[src/sv/hrse_pkg.sv]
`default_nettype none

package hrse_pkg;

   localparam logic [1:0] OP_CONTINUE    = 2'd0;
   localparam logic [1:0] OP_NEW_SECTION = 2'd1;
   localparam logic [1:0] OP_END         = 2'd2;

   localparam logic [7:0] REC_TYPE_DATA  = 8'h00;
   localparam logic [7:0] REC_TYPE_EOF   = 8'h01;
   localparam logic [7:0] REC_TYPE_ELA   = 8'h04;
   localparam logic [7:0] ELA_COUNT      = 8'd2;

   localparam logic [7:0] CHAR_COLON     = 8'h3A;
   localparam logic [7:0] CHAR_NEWLINE   = 8'h0A;

   localparam logic [4:0] BPR_RESET      = 5'd16;

   typedef enum logic [1:0] {
      REC_NONE,
      REC_DATA,
      REC_ELA,
      REC_EOF
   } rec_kind_type;

   typedef enum logic [2:0] {
      ST_IDLE,
      ST_DECIDE,
      ST_FLUSH,
      ST_ELA,
      ST_EOF
   } state_type;

   typedef struct packed {
      logic         load;
      rec_kind_type rec_kind;
      logic         rec_last;
      logic         commit;
   } cmd_type;

   typedef struct packed {
      logic [1:0] op;
      logic       join_ok;
      logic       has_fill;
      logic       need_ela;
      logic       emit_fire;
      logic       rec_end;
   } status_type;

   function automatic logic [7:0] hex_char(input logic [3:0] nib);
      logic [7:0] c;
      if (nib < 4'd10) begin
         c = 8'h30 + {4'd0, nib};
      end else begin
         c = 8'h37 + {4'd0, nib};
      end
      return c;
   endfunction

endpackage

`default_nettype wire

[src/sv/hrse_ctrl.sv]
`default_nettype none

module hrse_ctrl
   import hrse_pkg::*;
(
   input  wire logic       clock,
   input  wire logic       reset,
   input  wire logic       req_valid,
   output logic            req_stall,
   input  wire status_type status,
   output cmd_type         cmd
);

   state_type state_ff;
   state_type state_in;

   always_ff @(posedge clock) begin
      if (reset) begin
         state_ff <= ST_IDLE;
      end else begin
         state_ff <= state_in;
      end
   end

   assign req_stall = (state_ff != ST_IDLE);

   always_comb begin
      state_in     = state_ff;
      cmd.load     = 1'b0;
      cmd.rec_kind = REC_NONE;
      cmd.rec_last = 1'b0;
      cmd.commit   = 1'b0;
      case (state_ff)
         ST_IDLE: begin
            if (req_valid) begin
               cmd.load = 1'b1;
               state_in = ST_DECIDE;
            end
         end
         ST_DECIDE: begin
            if (status.op == OP_END) begin
               state_in = status.has_fill ? ST_FLUSH : ST_EOF;
            end else if (status.op inside {OP_CONTINUE, OP_NEW_SECTION}) begin
               if (status.join_ok) begin
                  cmd.commit = 1'b1;
                  state_in   = ST_IDLE;
               end else if (status.has_fill) begin
                  state_in = ST_FLUSH;
               end else if (status.need_ela) begin
                  state_in = ST_ELA;
               end else begin
                  cmd.commit = 1'b1;
                  state_in   = ST_IDLE;
               end
            end else begin
               state_in = ST_IDLE;
            end
         end
         ST_FLUSH: begin
            cmd.rec_kind = REC_DATA;
            cmd.rec_last = (status.op != OP_END) && !status.need_ela;
            if (status.rec_end) begin
               if (status.op == OP_END) begin
                  state_in = ST_EOF;
               end else if (status.need_ela) begin
                  state_in = ST_ELA;
               end else begin
                  cmd.commit = 1'b1;
                  state_in   = ST_IDLE;
               end
            end
         end
         ST_ELA: begin
            cmd.rec_kind = REC_ELA;
            cmd.rec_last = 1'b1;
            if (status.rec_end) begin
               cmd.commit = 1'b1;
               state_in   = ST_IDLE;
            end
         end
         ST_EOF: begin
            cmd.rec_kind = REC_EOF;
            cmd.rec_last = 1'b1;
            if (status.rec_end) begin
               cmd.commit = 1'b1;
               state_in   = ST_IDLE;
            end
         end
         default: begin
            state_in = ST_IDLE;
         end
      endcase
   end

   a_load_decides: assert property (@(posedge clock) disable iff (reset)
      cmd.load |=> state_ff == ST_DECIDE)
      else $error("accepted item did not go to decide");

   a_ela_ends_item: assert property (@(posedge clock) disable iff (reset)
      (state_ff == ST_ELA && status.rec_end) |=> state_ff == ST_IDLE)
      else $error("item continued after address record");

   a_no_emit_in_decide: assert property (@(posedge clock) disable iff (reset)
      state_ff == ST_DECIDE |-> !status.emit_fire)
      else $error("character emitted while deciding");

endmodule

`default_nettype wire

[src/sv/hrse_datapath.sv]
`default_nettype none

module hrse_datapath
   import hrse_pkg::*;
#(
   parameter int MAX_RECORD_BYTES = 16
) (
   input  wire logic        clock,
   input  wire logic        reset,
   input  wire cmd_type     cmd,
   output status_type       status,
   input  wire logic [1:0]  req_op,
   input  wire logic [31:0] req_address,
   input  wire logic [7:0]  req_data_byte,
   input  wire logic        csr_valid,
   input  wire logic [4:0]  csr_bytes_per_record,
   input  wire logic        rsp_stall,
   output logic             rsp_valid,
   output logic [7:0]       rsp_out_char,
   output logic             rsp_last_char
);

   localparam int FILL_W = $clog2(MAX_RECORD_BYTES + 1);
   localparam int IDX_W  = (MAX_RECORD_BYTES > 1) ? $clog2(MAX_RECORD_BYTES) : 1;
   localparam int CH_W   = $clog2(2 * (MAX_RECORD_BYTES + 5) + 2);
   localparam int BPOS_W = CH_W - 1;
   localparam logic [4:0] MAX_CAP = 5'(MAX_RECORD_BYTES);

   // item under work
   logic [1:0]  op_ff;
   logic [31:0] addr_ff;
   logic [7:0]  byte_ff;

   // record state
   logic [7:0]        bytes_ff [MAX_RECORD_BYTES];
   logic [FILL_W-1:0] fill_ff;
   logic [31:0]       start_ff;
   logic [15:0]       upper_ff;
   logic              sent_ff;
   logic [4:0]        bpr_ff;

   // emitter
   logic [CH_W-1:0] ch_idx_ff;
   logic [7:0]      sum_ff;
   logic            out_valid_ff;
   logic [7:0]      out_char_ff;
   logic            out_last_ff;

   logic [4:0]        cap;
   logic [15:0]       item_upper;
   logic              join_ok;
   logic              need_ela;
   logic [31:0]       next_addr;
   logic [IDX_W-1:0]  wr_idx;

   logic [7:0]        rec_count;
   logic [7:0]        rec_addr_hi;
   logic [7:0]        rec_addr_lo;
   logic [7:0]        rec_type;
   logic [CH_W-1:0]   ch_m1;
   logic [BPOS_W-1:0] bpos;
   logic [7:0]        bpos8;
   logic [7:0]        data_off;
   logic              lo_nib;
   logic              is_colon;
   logic              is_newline;
   logic              is_checksum;
   logic [7:0]        data_val;
   logic [7:0]        cur_byte;
   logic [7:0]        char_in;
   logic              emitting;
   logic              slot_free;
   logic              fire;

   assign cap = (bpr_ff == 5'd0) ? 5'd1 : ((bpr_ff > MAX_CAP) ? MAX_CAP : bpr_ff);
   assign item_upper = addr_ff[31:16];
   assign next_addr  = start_ff + 32'(fill_ff);
   assign join_ok = (op_ff == OP_CONTINUE) && (fill_ff != '0) && (5'(fill_ff) < cap)
                    && (addr_ff == next_addr) && (item_upper == start_ff[31:16]);
   assign need_ela = (item_upper != upper_ff) && ((item_upper != 16'd0) || sent_ff);
   assign wr_idx = join_ok ? fill_ff[IDX_W-1:0] : '0;

   always_ff @(posedge clock) begin
      if (cmd.load) begin
         op_ff   <= req_op;
         addr_ff <= req_address;
         byte_ff <= req_data_byte;
      end
      if (cmd.commit && (op_ff != OP_END)) begin
         bytes_ff[wr_idx] <= byte_ff;
      end
   end

   always_ff @(posedge clock) begin
      if (reset) begin
         fill_ff  <= '0;
         start_ff <= '0;
         upper_ff <= '0;
         sent_ff  <= 1'b0;
      end else if (cmd.commit) begin
         if (op_ff == OP_END) begin
            fill_ff  <= '0;
            start_ff <= '0;
            upper_ff <= '0;
            sent_ff  <= 1'b0;
         end else if (join_ok) begin
            fill_ff <= fill_ff + FILL_W'(1);
         end else begin
            fill_ff  <= FILL_W'(1);
            start_ff <= addr_ff;
            upper_ff <= item_upper;
            if (need_ela) begin
               sent_ff <= 1'b1;
            end
         end
      end
   end

   always_ff @(posedge clock) begin
      if (reset) begin
         bpr_ff <= BPR_RESET;
      end else if (csr_valid) begin
         bpr_ff <= csr_bytes_per_record;
      end
   end

   // record fields by kind
   always_comb begin
      rec_count   = 8'd0;
      rec_addr_hi = 8'd0;
      rec_addr_lo = 8'd0;
      rec_type    = REC_TYPE_EOF;
      case (cmd.rec_kind)
         REC_DATA: begin
            rec_count   = 8'(fill_ff);
            rec_addr_hi = start_ff[15:8];
            rec_addr_lo = start_ff[7:0];
            rec_type    = REC_TYPE_DATA;
         end
         REC_ELA: begin
            rec_count = ELA_COUNT;
            rec_type  = REC_TYPE_ELA;
         end
         default: begin
            rec_type = REC_TYPE_EOF;
         end
      endcase
   end

   // char 0 is ':', then two hex chars per byte, then newline
   assign ch_m1       = ch_idx_ff - CH_W'(1);
   assign bpos        = ch_m1[CH_W-1:1];
   assign lo_nib      = ch_m1[0];
   assign bpos8       = 8'(bpos);
   assign data_off    = bpos8 - 8'd4;
   assign is_colon    = (ch_idx_ff == '0);
   assign is_newline  = (8'(ch_idx_ff) == (((rec_count + 8'd5) << 1) + 8'd1));
   assign is_checksum = (bpos8 == (rec_count + 8'd4));

   always_comb begin
      if (cmd.rec_kind == REC_ELA) begin
         data_val = data_off[0] ? item_upper[7:0] : item_upper[15:8];
      end else begin
         data_val = bytes_ff[data_off[IDX_W-1:0]];
      end
   end

   always_comb begin
      case (bpos8)
         8'd0:    cur_byte = rec_count;
         8'd1:    cur_byte = rec_addr_hi;
         8'd2:    cur_byte = rec_addr_lo;
         8'd3:    cur_byte = rec_type;
         default: cur_byte = is_checksum ? (~sum_ff + 8'd1) : data_val;
      endcase
   end

   always_comb begin
      if (is_colon) begin
         char_in = CHAR_COLON;
      end else if (is_newline) begin
         char_in = CHAR_NEWLINE;
      end else begin
         char_in = hex_char(lo_nib ? cur_byte[3:0] : cur_byte[7:4]);
      end
   end

   assign emitting  = (cmd.rec_kind != REC_NONE);
   assign slot_free = !out_valid_ff || !rsp_stall;
   assign fire      = emitting && slot_free;

   always_ff @(posedge clock) begin
      if (reset) begin
         ch_idx_ff <= '0;
      end else if (fire) begin
         ch_idx_ff <= is_newline ? '0 : ch_idx_ff + CH_W'(1);
      end
   end

   always_ff @(posedge clock) begin
      if (fire) begin
         if (is_colon) begin
            sum_ff <= 8'd0;
         end else if (lo_nib && !is_checksum && !is_newline) begin
            sum_ff <= sum_ff + cur_byte;
         end
      end
   end

   always_ff @(posedge clock) begin
      if (reset) begin
         out_valid_ff <= 1'b0;
      end else if (fire) begin
         out_valid_ff <= 1'b1;
      end else if (!rsp_stall) begin
         out_valid_ff <= 1'b0;
      end
   end

   always_ff @(posedge clock) begin
      if (fire) begin
         out_char_ff <= char_in;
         out_last_ff <= cmd.rec_last && is_newline;
      end
   end

   assign rsp_valid     = out_valid_ff;
   assign rsp_out_char  = out_char_ff;
   assign rsp_last_char = out_last_ff;

   assign status.op        = op_ff;
   assign status.join_ok   = join_ok;
   assign status.has_fill  = (fill_ff != '0);
   assign status.need_ela  = need_ela;
   assign status.emit_fire = fire;
   assign status.rec_end   = fire && is_newline;

   a_commit_between_records: assert property (@(posedge clock) disable iff (reset)
      cmd.commit |-> (ch_idx_ff == '0) || (fire && is_newline))
      else $error("state committed in the middle of a record");

   a_fill_in_range: assert property (@(posedge clock) disable iff (reset)
      32'(fill_ff) <= 32'(MAX_RECORD_BYTES))
      else $error("record fill beyond capacity");

   a_end_clears: assert property (@(posedge clock) disable iff (reset)
      (cmd.commit && op_ff == OP_END) |=> (fill_ff == '0) && !sent_ff && (upper_ff == '0))
      else $error("end of stream did not clear state");

endmodule

`default_nettype wire

[src/sv/hex_record_stream_encoder_core.sv]
// Intel HEX (I32HEX) text writer.
// req_ channel: op, address, data_byte; a transfer takes place when
// req_valid is high and req_stall is low. Bytes collect into a data record
// of up to csr_bytes_per_record bytes (0 acts as 1, capped at
// MAX_RECORD_BYTES); op 1 forces a new record, op 2 flushes and writes EOF.
// rsp_ channel: one ASCII character per transfer; rsp_last_char marks the
// final character caused by one input item. Items that cause no text
// produce no transfer.
// Timing: an item is decided in the cycle after its transfer. A byte that
// joins the open record is committed in the decide state; otherwise the
// record sequencer emits one character per cycle while rsp_ is not stalled
// (12 + 2 * count per data record, 16 for an address record, 12 for EOF).
// The first character reaches rsp_ through the output register.
// A stalled rsp_ holds its character and freezes the sequencer; the single
// output register lets the next item be taken while the last character waits.
// Reset clears the open record, the address state and sets the record
// length register to 16. csr_ writes are taken at any time (ready is tied
// high) and should be issued only while the block is idle.
`default_nettype none

module hex_record_stream_encoder_core
   import hrse_pkg::*;
#(
   parameter int MAX_RECORD_BYTES = 16
) (
   input  wire logic        clock,
   input  wire logic        reset,
   input  wire logic        req_valid,
   output logic             req_stall,
   input  wire logic [1:0]  req_op,
   input  wire logic [31:0] req_address,
   input  wire logic [7:0]  req_data_byte,
   output logic             rsp_valid,
   input  wire logic        rsp_stall,
   output logic [7:0]       rsp_out_char,
   output logic             rsp_last_char,
   input  wire logic        csr_valid,
   output logic             csr_ready,
   input  wire logic [4:0]  csr_bytes_per_record
);

   cmd_type    cmd;
   status_type status;

   assign csr_ready = 1'b1;

   hrse_ctrl u_ctrl (
      .clock     (clock),
      .reset     (reset),
      .req_valid (req_valid),
      .req_stall (req_stall),
      .status    (status),
      .cmd       (cmd)
   );

   hrse_datapath #(
      .MAX_RECORD_BYTES (MAX_RECORD_BYTES)
   ) u_datapath (
      .clock                (clock),
      .reset                (reset),
      .cmd                  (cmd),
      .status               (status),
      .req_op               (req_op),
      .req_address          (req_address),
      .req_data_byte        (req_data_byte),
      .csr_valid            (csr_valid && csr_ready),
      .csr_bytes_per_record (csr_bytes_per_record),
      .rsp_stall            (rsp_stall),
      .rsp_valid            (rsp_valid),
      .rsp_out_char         (rsp_out_char),
      .rsp_last_char        (rsp_last_char)
   );

endmodule

`default_nettype wire

[config.mk]
export PLATFORM = sky130hd
export DESIGN_NAME = hex_record_stream_encoder_core
export DESIGN_NICKNAME = d
export VERILOG_FILES = /design/src/sv/hrse_pkg.sv /design/src/sv/hrse_ctrl.sv /design/src/sv/hrse_datapath.sv /design/src/sv/hex_record_stream_encoder_core.sv
export SDC_FILE = /design/constraint.sdc
export NUM_CORES = 1
export LEC_CHECK = 0
export BUFFER_PORTS_ARGS = -buffer_cell sky130_fd_sc_hd__buf_2
export CAP_MARGIN = 0
export CORE_ASPECT_RATIO = 0.75
export CORE_MARGIN = 2
export CORE_UTILIZATION = 30
export CTS_CLUSTER_DIAMETER = 200
export DETAILED_ROUTE_END_ITERATION = 12
export PLACE_DENSITY = 0.53
export SLEW_MARGIN = 5
export SYNTH_ARGS = -nofsm -noshare
export SYNTH_HDL_FRONTEND = slang
export SYNTH_SLANG_ARGS = --single-unit
[constraint.sdc]
create_clock -name clock -period 5.5 [get_ports clock]
set_input_delay 1.375 -clock clock [delete_from_list [all_inputs] [get_ports clock]]
set_output_delay 1.375 -clock clock [all_outputs]
set_load 0.1 [all_outputs]
==> run summary <==
Status: completed
Hold depth: 1
GRT overflow: 0
# rows: 63
Port-buffer cells: 61
Worst-path clk slew: 0.06 ns
HP Class: flop to flop
Reg-to-Reg End: u_datapath.sum_ff[7]$_SDFFCE_PP0P_
CTS tree: done
Post-DP HPWL: 23600 um
Slew HR: 41.9%
GP Congestion: 0.871
CP max stage delay: 0.65 ns
Setup TNS: 0 ns
Crit path launch type: flop
Max Cap Violations: 0
Hold buffers post-CTS: 0
Largest net degree at the start of global routing: 40
Cell family with most CP delay: simple AND/OR/NAND/NOR gates
R2r setup slk: 0.44 ns
Post-synth EDFFs: 186
Die area: 42100 um2
Synth warn: 0
Simple-Gate Fraction of Synth Area: 14.1%
Share of layout cells above drive strength 1: 17.5%
Synth top area share: 46.0%
Final hold violation count: 0
Drt first pass iters: 5
Fin Hold WS: 0.501 ns
FF+latch count, synth: 239
Setup WS pre-CTS: 0.379 ns
Nets@finish: 1168
Ys async rst share: 0%
Vias/cell: 5.29
Diodes inserted: 0
Mapped Avg Cell Area: 12.0 um2
Leading area contributor after synthesis: edfxtp_1
Sink Count: 239
Antenna violations before repair: 0
FF-to-FF path depth: 19
I/O pin count: 64
Drt drc: 0
Post-synthesis adder-cell area fraction: 3.32%
Critical path origin: u_datapath.ch_idx_ff[2]$_SDFFE_PP0P_
Worst VDD drop: 0.256 mV
Pwr Density: 341 nW/um2
Synth area leaders: edfxtp_1 (46%), dfxtp_1 (8.7%), mux4_2 (4.5%), ha_1 (3.0%), xnor2_1 (2.7%)
Req. time, crit path: 5.77 ns
Avg WL per Cell: 20.2 um
Antenna Nets Post-Route: 0
Hold endpoint: u_datapath.upper_ff[15]$_SDFFE_PP0P_
Htree depth: 1
First-pass GRT wire length: 50000 um
Crit Path Max Fanout: 18
FMAX: 0.198 GHz
Critical-path cell list: or4_4 -> nand2_4 -> inv_2 -> ha_1 -> nor2b_1 -> nand2_1 -> a2111oi_0 -> or4_1 -> a211oi_1 -> nand2_1 -> a21oi_1 -> or2_2 -> ha_1 -> inv_1 -> o21bai_1 -> a21oi_1 -> xnor2_1 -> xnor2_1 -> nor2_1
Final worst slack: 0.445 ns
Reg-to-reg startpoint: u_datapath.ch_idx_ff[2]$_SDFFE_PP0P_
Die X: 236 um
Xor-xnor portion of the synthesized cell area: 5.41%
Total Power: 4.75 mW
Post-synthesis compound-gate area fraction: 12.8%
Die Y: 178 um
1st-iter DRT viols: 912
Slowest stage cell, crit path: or4_4
Netlist cell types: 86
Syn_nets: 1096
CP endpoint kind: flop
Area grow syn2layout: 14.5%
Tcrit/Tclk final: 91.9%
CP Data Arrival Time: 5.32 ns
Seq/Total Area, Yosys: 54.7%
Worst Path Buf+Inv: 2
Max-slew violation count: 0
Post-synth top flop: edfxtp_1
Skew final: 0.0180 ns
RSZ-0062 raised after global routing: false
Setup CP Type: flop to flop
Post-synthesis mux area share: 6.49%
All-Layer GR Usage: 15.4%
Via count: 8578
Hold_sp: u_datapath.upper_ff[15]$_SDFFE_PP0P_
CTS max path bufs: 3
Pleak: 4.87 nW
Final setup viols: 0
Worst skew pair latency: 0.55 ns
Starting Density: 30.6%
Post-DP Area: 13100 um2
Clock Tree Root: clkbuf_16
Drt total wl: 32700 um
Post-Synthesis Cell Area: 12100 um2
Cells after Synth: 1013
Measured slew at the worst slew-check pin: 0.865 ns
Fin crit period: 5.06 ns
Final instance area: 13900 um2
Core ar.: 39700 um2
Largest family of logic cells by synthesized area: simple AND/OR/NAND/NOR gates
Cts bufs inserted: 25
Number of global-route vias before repair: 7997
==> cell families (layout without fill, tap and decap cells) <==
family                     count (synthesis)  in the layout
xor gates and xnor gates                  71             71
AOI/OAI and AO/OA                        214            214
adders and majority gates                 31             31
and+or+nand+nor                          321            321
DFF                                      239            239
other                                      2              2
buffers and inverters                     87            175
muxes                                     48             48
==> where the power goes <==
group	leakage (nW)	internal, mW	switching (mW)
logic	2.39	0.427	0.663
clock network	0.361	0.841	0.725
registers	2.12	2.02	0.0723
total	4.87	3.29	1.46
==> final cells by class <==
cell class,instances,area (um2)
Fill cell,3975,25800
Sequential cell,239,6650
Multi-Input combinational cell,687,5140
Tap cell,520,651
Clock buffer,30,644
Timing Repair Buffer,101,618
Inverter,31,116
Clock inverter,13,86.3
==> metal layers <==
layer,vias to the layer above,wire [um],global-route usage [%]
li1,4031,-,-
met1,4245,16900,24.8
met2,266,13200,21.4
met3,36,2200,2.79
met4,0,473,2.53
met5,-,0,0
==> registers in the layout (all words and copies together), names as in the netlist <==
register / flops
u_ctrl.state_ff: 3
u_datapath.addr_ff: 32
u_datapath.bpr_ff: 5
u_datapath.byte_ff: 8
u_datapath.bytes_ff: 128
u_datapath.ch_idx_ff: 6
u_datapath.fill_ff: 5
u_datapath.op_ff: 2
u_datapath.rsp_last_char: 1
u_datapath.rsp_out_char: 7
u_datapath.rsp_valid: 1
u_datapath.sent_ff: 1
u_datapath.start_ff: 16
u_datapath.sum_ff: 8
u_datapath.upper_ff: 16
==> metrics by stage <==
stage | utilization [%] | std cells
final | 35.0 | 1621
after global routing | 35.0 | 1621
after detailed placement | 33.1 | 1574
after floorplan | - | 1013
after global placement | 33.1 | 1574
after CTS | 34.9 | 1617
==> worst max-delay path by stage <==
stage | endpoint | slack [ns] | cells after the start
after floorplan | u_datapath.sum_ff[7]$_SDFFCE_PP0P_ | 0.84 | 21
after global placement | u_datapath.sum_ff[7]$_SDFFCE_PP0P_ | 0.49 | 19
after detailed placement | u_datapath.sum_ff[7]$_SDFFCE_PP0P_ | 0.38 | 23
after CTS | u_datapath.sum_ff[7]$_SDFFCE_PP0P_ | 0.32 | 23
after global routing | u_datapath.sum_ff[7]$_SDFFCE_PP0P_ | 0.03 | 24
final | u_datapath.sum_ff[7]$_SDFFCE_PP0P_ | 0.44 | 19
==> synthesized netlist by cell type (all sizes together), types with 4 or more instances <==
cell and n:
inv 30, o211ai 9, mux4 24, and4 5, o21a 5, o21ai 35, o221a 4, clkbuf 31
nand3b 5, nor2 50, or4 5, a22oi 4, a21o 7, a22o 34, nor2b 6, nand4 17
a211oi 10, o22ai 8, nor4 17, buf 25, mux2 6, nor3 38, or3 17, xor2 31
xnor2 38, o21bai 5, a31oi 6, ha 29, nand4b 4, a2111oi 6, a21oi 42, and3 11
and2 10, nor3b 6, dfxtp 53, nand2 78, mux2i 18, nand3 24, nand2b 18, edfxtp 186
or2 5
==> placed cells by master, fill, tap and decap left out, types with 24 or more instances in the layout <==
master	synthesis	layout
a21oi_1	42	42
inv_1	29	29
xnor2_1	38	38
a22o_1	34	34
nand2_1	77	77
xor2_1	30	30
nand3_1	24	24
ha_1	29	28
dfxtp_1	53	53
nor2_1	50	49
buf_2	17	61
o21ai_0	29	29
mux4_2	24	24
nor3_1	37	37
clkbuf_16	0	25
buf_4	4	39
edfxtp_1	186	186
==> repair_timing <==
action                     in CTS  in global routing
setup endpoints to repair       0                  2
setup buffers                   0                  4
resized for setup               0                  1
Note: power is estimated with default switching activity, not from simulation.
